### config.mk
export PLATFORM = sky130hd
export DESIGN_NAME = cube_face_texel_address
export DESIGN_NICKNAME = d
export VERILOG_FILES = /design/src/rtl/cfta_pkg.sv /design/src/rtl/cfta_front.sv /design/src/rtl/cfta_div_cell.sv /design/src/rtl/cube_face_texel_address.sv
export SDC_FILE = /design/constraint.sdc
export NUM_CORES = 2
export LEC_CHECK = 0
export ABC_AREA = 1
export BUFFER_PORTS_ARGS = -buffer_cell sky130_fd_sc_hd__buf_2
export CAP_MARGIN = 5
export CORE_MARGIN = 3
export CORE_UTILIZATION = 60
export DETAILED_ROUTE_END_ITERATION = 8
export PLACE_DENSITY = 0.87
export SLEW_MARGIN = 20
export SYNTH_ARGS = -nofsm -noshare
export SYNTH_HDL_FRONTEND = slang
export SYNTH_SLANG_ARGS = --single-unit
### constraint.sdc
create_clock -name clk -period 9.66 [get_ports clk]
set_clock_uncertainty 0.05 [all_clocks]
set_input_delay 1.449 -clock clk [delete_from_list [all_inputs] [get_ports clk]]
set_output_delay 1.449 -clock clk [all_outputs]
set_load 0.01 [all_outputs]
### src/rtl/cfta_pkg.sv
package cfta_pkg;

    localparam int DIR_W = 16;
    localparam int MAG_W = 16;
    localparam int SUM_W = 17;
    localparam int DIV_W = 17;
    localparam int FACE_W = 3;
    localparam int TEXEL_W = 12;
    localparam int FS_W = 13;
    localparam int APB_AW = 3;
    localparam int APB_DW = 32;
    localparam int IN_DATA_W = 48;
    localparam int OUT_DATA_W = 24;
    localparam int OUT_USER_W = 4;

    localparam int MAX_FACE_SIZE_DEF = 4096;
    localparam logic [FS_W-1:0] FACE_SIZE_RESET = 13'd256;

    // register index as seen on paddr[2]
    localparam logic REG_FACE_SIZE = 1'b0;

    typedef enum logic [1:0] {
        AXIS_X = 2'd0,
        AXIS_Y = 2'd1,
        AXIS_Z = 2'd2
    } axis_t;

    typedef struct packed {
        logic [FACE_W-1:0] face;
        logic              degenerate;
    } tag_t;

endpackage

### src/rtl/cfta_front.sv
module cfta_front #(
    parameter int MAX_FACE_SIZE = cfta_pkg::MAX_FACE_SIZE_DEF,
    parameter int QW = $clog2(MAX_FACE_SIZE),
    parameter int NW = cfta_pkg::SUM_W + QW
) (
    input  logic                              clk,
    input  logic                              rst_n,
    input  logic                              in_valid,
    output logic                              in_ready,
    input  logic signed [cfta_pkg::DIR_W-1:0] dir_x,
    input  logic signed [cfta_pkg::DIR_W-1:0] dir_y,
    input  logic signed [cfta_pkg::DIR_W-1:0] dir_z,
    input  logic [cfta_pkg::FS_W-1:0]         face_size,
    output logic                              out_valid,
    input  logic                              out_ready,
    output logic [NW-1:0]                     out_num_u,
    output logic [NW-1:0]                     out_num_v,
    output logic [cfta_pkg::DIV_W-1:0]        out_div,
    output cfta_pkg::tag_t                    out_tag
);

    localparam int CW = (cfta_pkg::FS_W > $clog2(MAX_FACE_SIZE + 1)) ?
                        cfta_pkg::FS_W : $clog2(MAX_FACE_SIZE + 1);

    logic [cfta_pkg::SUM_W-1:0] xe, ye, ze;
    logic [cfta_pkg::MAG_W-1:0] ax, ay, az, m;
    logic [cfta_pkg::SUM_W-1:0] u, v;
    cfta_pkg::axis_t            axis;
    logic                       neg;
    cfta_pkg::tag_t             tag;

    logic                       va_reg;
    logic [cfta_pkg::SUM_W-1:0] a_u_reg, a_v_reg;
    logic [cfta_pkg::MAG_W-1:0] m_reg;
    cfta_pkg::tag_t             tag_a_reg;
    logic                       ready_a;

    logic                       vb_reg;
    logic [NW-1:0]              num_u_reg, num_v_reg;
    logic [cfta_pkg::DIV_W-1:0] div_reg;
    cfta_pkg::tag_t             tag_b_reg;
    logic                       ready_b;

    logic [CW-1:0]              fs_ext, s_clamp;
    logic [QW-1:0]              s_m1;

    // sign-extended components, magnitudes
    assign xe = {dir_x[cfta_pkg::DIR_W-1], dir_x};
    assign ye = {dir_y[cfta_pkg::DIR_W-1], dir_y};
    assign ze = {dir_z[cfta_pkg::DIR_W-1], dir_z};
    assign ax = dir_x[cfta_pkg::DIR_W-1] ? cfta_pkg::MAG_W'(-xe) : cfta_pkg::MAG_W'(xe);
    assign ay = dir_y[cfta_pkg::DIR_W-1] ? cfta_pkg::MAG_W'(-ye) : cfta_pkg::MAG_W'(ye);
    assign az = dir_z[cfta_pkg::DIR_W-1] ? cfta_pkg::MAG_W'(-ze) : cfta_pkg::MAG_W'(ze);

    // major axis, ties to the lower axis, and per-face u and v
    always_comb
    begin
        priority if (ax >= ay && ax >= az)
        begin
            axis = cfta_pkg::AXIS_X;
            m    = ax;
            neg  = dir_x[cfta_pkg::DIR_W-1];
            u    = neg ? ze : -ze;
            v    = -ye;
        end
        else if (ay >= az)
        begin
            axis = cfta_pkg::AXIS_Y;
            m    = ay;
            neg  = dir_y[cfta_pkg::DIR_W-1];
            u    = xe;
            v    = neg ? -ze : ze;
        end
        else
        begin
            axis = cfta_pkg::AXIS_Z;
            m    = az;
            neg  = dir_z[cfta_pkg::DIR_W-1];
            u    = neg ? -xe : xe;
            v    = -ye;
        end
        tag.face       = {axis, neg};
        tag.degenerate = (dir_x == '0) && (dir_y == '0) && (dir_z == '0);
    end

    assign ready_a  = !va_reg || ready_b;
    assign ready_b  = !vb_reg || out_ready;
    assign in_ready = ready_a;

    always_ff @(posedge clk or negedge rst_n)
    begin
        if (!rst_n)
        begin
            va_reg <= 1'b0;
            vb_reg <= 1'b0;
        end
        else
        begin
            if (ready_a)
            begin
                va_reg <= in_valid;
            end
            if (ready_b)
            begin
                vb_reg <= va_reg;
            end
        end
    end

    // c + |m| lies in 0..2|m|, so the sum fits without a sign
    always_ff @(posedge clk)
    begin
        if (ready_a && in_valid)
        begin
            a_u_reg   <= u + {1'b0, m};
            a_v_reg   <= v + {1'b0, m};
            m_reg     <= m;
            tag_a_reg <= tag;
        end
    end

    // effective face size, clamped to 1..MAX_FACE_SIZE
    always_comb
    begin
        fs_ext = CW'(face_size);
        priority if (fs_ext == '0)
        begin
            s_clamp = CW'(1);
        end
        else if (fs_ext > CW'(MAX_FACE_SIZE))
        begin
            s_clamp = CW'(MAX_FACE_SIZE);
        end
        else
        begin
            s_clamp = fs_ext;
        end
        s_m1 = QW'(s_clamp - CW'(1));
    end

    always_ff @(posedge clk)
    begin
        if (ready_b && va_reg)
        begin
            num_u_reg <= NW'(a_u_reg) * NW'(s_m1);
            num_v_reg <= NW'(a_v_reg) * NW'(s_m1);
            div_reg   <= {m_reg, 1'b0};
            tag_b_reg <= tag_a_reg;
        end
    end

    assign out_valid = vb_reg;
    assign out_num_u = num_u_reg;
    assign out_num_v = num_v_reg;
    assign out_div   = div_reg;
    assign out_tag   = tag_b_reg;

endmodule

### src/rtl/cfta_div_cell.sv
module cfta_div_cell #(
    parameter int QW = 12,
    parameter int NW = 29,
    parameter int K = 0
) (
    input  logic                       clk,
    input  logic                       rst_n,
    input  logic                       in_valid,
    output logic                       in_ready,
    input  logic [NW-1:0]              in_rem_u,
    input  logic [NW-1:0]              in_rem_v,
    input  logic [QW-1:0]              in_q_u,
    input  logic [QW-1:0]              in_q_v,
    input  logic [cfta_pkg::DIV_W-1:0] in_div,
    input  cfta_pkg::tag_t             in_tag,
    output logic                       out_valid,
    input  logic                       out_ready,
    output logic [NW-1:0]              out_rem_u,
    output logic [NW-1:0]              out_rem_v,
    output logic [QW-1:0]              out_q_u,
    output logic [QW-1:0]              out_q_v,
    output logic [cfta_pkg::DIV_W-1:0] out_div,
    output cfta_pkg::tag_t             out_tag
);

    logic [NW-1:0]              shifted;
    logic                       ge_u, ge_v;
    logic [NW-1:0]              rem_u_next, rem_v_next;
    logic [QW-1:0]              q_u_next, q_v_next;

    logic                       valid_reg;
    logic [NW-1:0]              rem_u_reg, rem_v_reg;
    logic [QW-1:0]              q_u_reg, q_v_reg;
    logic [cfta_pkg::DIV_W-1:0] div_reg;
    cfta_pkg::tag_t             tag_reg;

    // one restoring step: quotient bit K for both lanes
    always_comb
    begin
        shifted    = NW'(in_div) << K;
        ge_u       = in_rem_u >= shifted;
        ge_v       = in_rem_v >= shifted;
        rem_u_next = ge_u ? in_rem_u - shifted : in_rem_u;
        rem_v_next = ge_v ? in_rem_v - shifted : in_rem_v;
        q_u_next    = in_q_u;
        q_v_next    = in_q_v;
        q_u_next[K] = ge_u;
        q_v_next[K] = ge_v;
    end

    assign in_ready = !valid_reg || out_ready;

    always_ff @(posedge clk or negedge rst_n)
    begin
        if (!rst_n)
        begin
            valid_reg <= 1'b0;
        end
        else if (in_ready)
        begin
            valid_reg <= in_valid;
        end
    end

    always_ff @(posedge clk)
    begin
        if (in_ready && in_valid)
        begin
            rem_u_reg <= rem_u_next;
            rem_v_reg <= rem_v_next;
            q_u_reg   <= q_u_next;
            q_v_reg   <= q_v_next;
            div_reg   <= in_div;
            tag_reg   <= in_tag;
        end
    end

    assign out_valid = valid_reg;
    assign out_rem_u = rem_u_reg;
    assign out_rem_v = rem_v_reg;
    assign out_q_u   = q_u_reg;
    assign out_q_v   = q_v_reg;
    assign out_div   = div_reg;
    assign out_tag   = tag_reg;

endmodule

### src/rtl/cube_face_texel_address.sv
// cube map face selection and texel addressing
//
// input stream: one direction per transfer, three signed q1.14 components
// output stream: face and degenerate flag on tuser, texel column and row on tdata
// apb port: one register, face_size at byte address 0, read back on prdata;
//   write it only while the pipeline is empty
//
// latency is QW + 2 cycles from input transfer to output valid, QW being
// clog2(MAX_FACE_SIZE): one cycle for axis selection, one for the multiply
// by face_size - 1, then one cycle per quotient bit in the chain of divider
// cells (14 cycles at the default size of 4096)
// throughput is one transfer per cycle; every stage holds one item
//
// reset clears every valid bit and sets face_size to 256
// when the receiver stalls, each stage keeps its item and empty stages still
// fill, so the input keeps taking transfers until the whole chain is full
module cube_face_texel_address #(
    parameter int MAX_FACE_SIZE = cfta_pkg::MAX_FACE_SIZE_DEF
) (
    input  logic                               clk,
    input  logic                               rst_n,
    input  logic                               psel,
    input  logic                               penable,
    input  logic                               pwrite,
    input  logic [cfta_pkg::APB_AW-1:0]        paddr,
    input  logic [cfta_pkg::APB_DW-1:0]        pwdata,
    output logic [cfta_pkg::APB_DW-1:0]        prdata,
    output logic                               pready,
    input  logic                               s_axis_tvalid,
    output logic                               s_axis_tready,
    input  logic [cfta_pkg::IN_DATA_W-1:0]     s_axis_tdata,  // dir_x, dir_y, dir_z
    output logic                               m_axis_tvalid,
    input  logic                               m_axis_tready,
    output logic [cfta_pkg::OUT_DATA_W-1:0]    m_axis_tdata,  // texel_x, texel_y
    output logic [cfta_pkg::OUT_USER_W-1:0]    m_axis_tuser   // face, degenerate
);

    localparam int QW = $clog2(MAX_FACE_SIZE);
    localparam int NW = cfta_pkg::SUM_W + QW;

    logic [cfta_pkg::FS_W-1:0]  face_size_reg;

    logic                       c_valid [0:QW];
    logic                       c_ready [0:QW];
    logic [NW-1:0]              c_rem_u [0:QW];
    logic [NW-1:0]              c_rem_v [0:QW];
    logic [QW-1:0]              c_q_u   [0:QW];
    logic [QW-1:0]              c_q_v   [0:QW];
    logic [cfta_pkg::DIV_W-1:0] c_div   [0:QW];
    cfta_pkg::tag_t             c_tag   [0:QW];

    cfta_pkg::tag_t             tag_out;
    logic [cfta_pkg::TEXEL_W-1:0] texel_x, texel_y;

    // configuration
    assign pready = 1'b1;
    assign prdata = cfta_pkg::APB_DW'(face_size_reg);

    always_ff @(posedge clk or negedge rst_n)
    begin
        if (!rst_n)
        begin
            face_size_reg <= cfta_pkg::FACE_SIZE_RESET;
        end
        else if (psel && penable && pwrite && pready && paddr[2] == cfta_pkg::REG_FACE_SIZE)
        begin
            face_size_reg <= pwdata[cfta_pkg::FS_W-1:0];
        end
    end

    cfta_front #(
        .MAX_FACE_SIZE (MAX_FACE_SIZE),
        .QW            (QW),
        .NW            (NW)
    ) u_front (
        .clk       (clk),
        .rst_n     (rst_n),
        .in_valid  (s_axis_tvalid),
        .in_ready  (s_axis_tready),
        .dir_x     (s_axis_tdata[15:0]),
        .dir_y     (s_axis_tdata[31:16]),
        .dir_z     (s_axis_tdata[47:32]),
        .face_size (face_size_reg),
        .out_valid (c_valid[0]),
        .out_ready (c_ready[0]),
        .out_num_u (c_rem_u[0]),
        .out_num_v (c_rem_v[0]),
        .out_div   (c_div[0]),
        .out_tag   (c_tag[0])
    );

    assign c_q_u[0] = '0;
    assign c_q_v[0] = '0;

    // divider chain, most significant quotient bit first
    for (genvar i = 0; i < QW; i++)
    begin : g_cell
        cfta_div_cell #(
            .QW (QW),
            .NW (NW),
            .K  (QW - 1 - i)
        ) u_cell (
            .clk       (clk),
            .rst_n     (rst_n),
            .in_valid  (c_valid[i]),
            .in_ready  (c_ready[i]),
            .in_rem_u  (c_rem_u[i]),
            .in_rem_v  (c_rem_v[i]),
            .in_q_u    (c_q_u[i]),
            .in_q_v    (c_q_v[i]),
            .in_div    (c_div[i]),
            .in_tag    (c_tag[i]),
            .out_valid (c_valid[i+1]),
            .out_ready (c_ready[i+1]),
            .out_rem_u (c_rem_u[i+1]),
            .out_rem_v (c_rem_v[i+1]),
            .out_q_u   (c_q_u[i+1]),
            .out_q_v   (c_q_v[i+1]),
            .out_div   (c_div[i+1]),
            .out_tag   (c_tag[i+1])
        );
    end

    assign c_ready[QW] = m_axis_tready;
    assign tag_out     = c_tag[QW];

    // zero vector: texel forced to the corner
    assign texel_x = tag_out.degenerate ? '0 : (cfta_pkg::TEXEL_W)'(c_q_u[QW]);
    assign texel_y = tag_out.degenerate ? '0 : (cfta_pkg::TEXEL_W)'(c_q_v[QW]);

    assign m_axis_tvalid = c_valid[QW];
    assign m_axis_tdata  = {texel_y, texel_x};
    assign m_axis_tuser  = {tag_out.degenerate, tag_out.face};

endmodule

==> impl_summary.log <==
INFO  metric post_layout_min_period = 8090 ps
INFO  metric drt_first_iter_violations = 7147
INFO  metric worst_path_max_delay_cell = sky130_fd_sc_hd__inv_2
INFO  metric chipHeight = 383 um
INFO  metric post-cts-setup-buffers = 0
INFO  metric top_cell_by_count_worst_path = sky130_fd_sc_hd__inv_1
INFO  metric clk_root_buffer_cell = sky130_fd_sc_hd__clkbuf_16
INFO  metric tritoncts_num_sinks = 1177
INFO  metric holdCritPathClass = flop to flop
INFO  metric clock_path_buffers = 3
INFO  metric drt_wl_total = 258 mm
INFO  metric timing.setup.critical_path_class = flop to flop
INFO  metric critical_path.startpoint_type = flop
INFO  metric yosysSeqAreaShare = 41.4%
INFO  metric vias = 70200
INFO  metric die_width = 383 um
INFO  metric crit_path_max_incr_delay = 610 ps
INFO  metric synth_area_per_cell = 8.55 um2
INFO  metric ant_nets = 0
INFO  metric post_synth_num_cell_types = 62
INFO  metric syn_to_final_growth = 7.63%
INFO  metric finalSetupViolations = 0
INFO  metric critical_path_peak_fanout = 34
INFO  metric maximum_number_of_pins_on_one_net_before_global_route_repair = 83
INFO  metric io_buffer_count = 111
INFO  metric synth-warning-count = 0
INFO  metric finalMaxSlewViolations = 0
INFO  metric worst_slack = 1570 ps
INFO  metric number_of_flip_flops_and_latches_in_the_synthesized_netlist = 1177
INFO  metric worst_skew_pair.late_latency = 760 ps
INFO  metric slew_of_the_pin_with_the_lowest_slew_margin = 1190 ps
INFO  metric grt_setup_unrepaired = no
INFO  metric globalRoute.totalOverflow = 0
INFO  metric maxSlewHeadroom = 19.9%
INFO  metric max_cap_violations = 0
INFO  metric antenna_found_initial = 4
INFO  metric timing.critical_path.arrival = 8490 ps
INFO  metric hpwlAfterDp = 208 mm
INFO  metric first_global_vias = 68300
INFO  metric timing.critical_path.to_type = flop
INFO  metric cts_buffers = 121
INFO  metric site_row_count = 137
INFO  metric timing.fmax = 0.124 GHz
INFO  metric filler_cell_count = 11700
INFO  metric initial_core_util = 60.7%
INFO  metric gp_routability_congestion = 1.01
INFO  metric worst_reg2reg_path_depth = 33
INFO  metric layout.cells.most_common_list = 2531 x sky130_fd_sc_hd__nand2_1, 1428 x sky130_fd_sc_hd__inv_1, 1150 x sky130_fd_sc_hd__edfxtp_1
INFO  metric grt.total_usage = 34.9%
INFO  metric layout.cells.most_common = sky130_fd_sc_hd__nand2_1
INFO  metric final_hold_viol_count = 0
INFO  metric layout-drive-gt1-share = 5.16%
INFO  metric syn_inst = 9953
INFO  metric drt_pre_antenna_iters = 8
INFO  metric place_worst_setup_slack = 1780 ps
INFO  metric finalNetCount = 11100
INFO  metric timing.hold.ws = 325 ps
INFO  metric data_required_time_at_the_worst_endpoint = 10070 ps
INFO  metric cts_hold_bufs = 0
INFO  metric post-route-period-util = 83.7%
INFO  metric total_standard_cell_area_after_synthesis = 85100 um2
INFO  metric synth_async_sr_flop_share = 2.29%
INFO  metric cts_resized = 0
INFO  metric setup_tns = 0 ps
INFO  metric route.detailed.wl_per_inst = 21.4 um
INFO  metric clk_transition_reported_paths = 70 ps
INFO  metric placeableCoreArea = 140000 um2
INFO  metric via_per_inst = 5.83
INFO  metric drt_drc_violations_left = 0
INFO  metric synth_top_flop_cell = sky130_fd_sc_hd__edfxtp_1
INFO  metric number_of_enable_flip_flop_cells_after_synthesis = 1150
INFO  metric io-pin-count = 153
INFO  metric run_status = finished clean
INFO  metric cts_tree = built
INFO  metric cts_htree_levels = 3
INFO  metric min_path_cells = 0
INFO  metric first_pass_grt_wire_length = 392 mm
INFO  metric dieArea = 146000 um2
[synth_stat cells (8+ instances only)]
library cell               count  area share, %
sky130_fd_sc_hd__a211oi_1      9          0.079
sky130_fd_sc_hd__a21boi_0     19           0.17
sky130_fd_sc_hd__a21o_1       44           0.39
sky130_fd_sc_hd__a21oi_1     583            3.4
sky130_fd_sc_hd__a31oi_1      26           0.19
sky130_fd_sc_hd__and2_1        8          0.059
sky130_fd_sc_hd__buf_1        19          0.084
sky130_fd_sc_hd__buf_2        65           0.38
sky130_fd_sc_hd__buf_4        30           0.26
sky130_fd_sc_hd__buf_6        13           0.17
sky130_fd_sc_hd__clkbuf_1     58           0.26
sky130_fd_sc_hd__dfrtp_1      26           0.76
sky130_fd_sc_hd__edfxtp_1   1150             41
sky130_fd_sc_hd__fa_1        324            7.6
sky130_fd_sc_hd__ha_1        605            8.9
sky130_fd_sc_hd__inv_1      1435            6.3
sky130_fd_sc_hd__inv_2        21          0.093
sky130_fd_sc_hd__nand2_1    2531             11
sky130_fd_sc_hd__nand2_2      15           0.11
sky130_fd_sc_hd__nand3_1     552            3.2
sky130_fd_sc_hd__nand3_2       8          0.094
sky130_fd_sc_hd__nand3b_1     74           0.65
sky130_fd_sc_hd__nand4_1     134           0.98
sky130_fd_sc_hd__nor2_1      837            3.7
sky130_fd_sc_hd__nor2_2       44           0.32
sky130_fd_sc_hd__nor2_4       15           0.20
sky130_fd_sc_hd__nor3_1      125           0.73
sky130_fd_sc_hd__nor4_1       46           0.34
sky130_fd_sc_hd__o211ai_1     11          0.097
sky130_fd_sc_hd__o21a_1       22           0.19
sky130_fd_sc_hd__o21ai_0     576            3.4
sky130_fd_sc_hd__o21ai_1      54           0.32
sky130_fd_sc_hd__o21ai_2      10           0.10
sky130_fd_sc_hd__o21bai_1     43           0.38
sky130_fd_sc_hd__or2_2        21           0.15
sky130_fd_sc_hd__xnor2_1     168            1.7
sky130_fd_sc_hd__xor2_1      176            1.8
[kinds of logic after synthesis]
group | share of synthesized area, %
buf+inv | 7.62
mux | 0.0529
fa+ha+maj | 16.5
xor+xnor | 3.54
other cells | 0.00882
compound gates | 8.88
simple gates | 22.0
flops | 41.4
[final timing paths]
kind	startpoint	endpoint	slack [ps]
max	face_size_reg[8]	u_front.out_num_v[27]	1570
min	g_cell[1].u_cell.out_q_v[11]	g_cell[2].u_cell.out_q_v[11]	320
max reg2reg	face_size_reg[8]	u_front.out_num_v[27]	1570
min reg2reg	g_cell[1].u_cell.out_q_v[11]	g_cell[2].u_cell.out_q_v[11]	320
max in group asynchronous	rst_n	g_cell[6].u_cell.out_valid	8240
min in group asynchronous	rst_n	face_size_reg[12]	730
[worst max-delay path: cells and delay by family, from the launching register on]
kind	cells	cell delay (ps)
adder cells (fa/ha/maj)	7	3330
AND/OR/NAND/NOR	14	2200
buffers and inverters	11	1580
flip-flops	1	540
XOR/XNOR	1	70
[metrics by stage]
| stage | util [%] | instances | area, um2 |
|---|---|---|---|
| after floorplan | - | 9971 | 85200 |
| after global placement | 62.4 | 11800 | 87500 |
| after detailed placement | 62.4 | 11800 | 87500 |
| after CTS | 65.3 | 12000 | 91600 |
| after global routing | 65.3 | 12000 | 91600 |
| final | 65.3 | 12000 | 91600 |
[layer usage]
metal / part of all wire, % / global-route usage (%)
met5: 0.0031 / 0
met4: 5.6 / 16.6
met3: 7.7 / 4.74
met2: 47 / 57.9
met1: 40 / 45.4
[final cells by class]
type	count	area, um2	share of cell area, %
diodes	2	5.00	0.00546
clock buffers	134	3100	3.38
clock inverters	96	1000	1.09
inverters	1460	5490	5.99
multi-input cells	7145	43600	47.6
flip-flops and latches	1177	35200	38.4
well taps	1876	2350	2.56
repair buffers	154	898	0.981
Power is not shown: default switching activity piles up to over one toggle a cycle in this logic, so the estimate is an artifact.
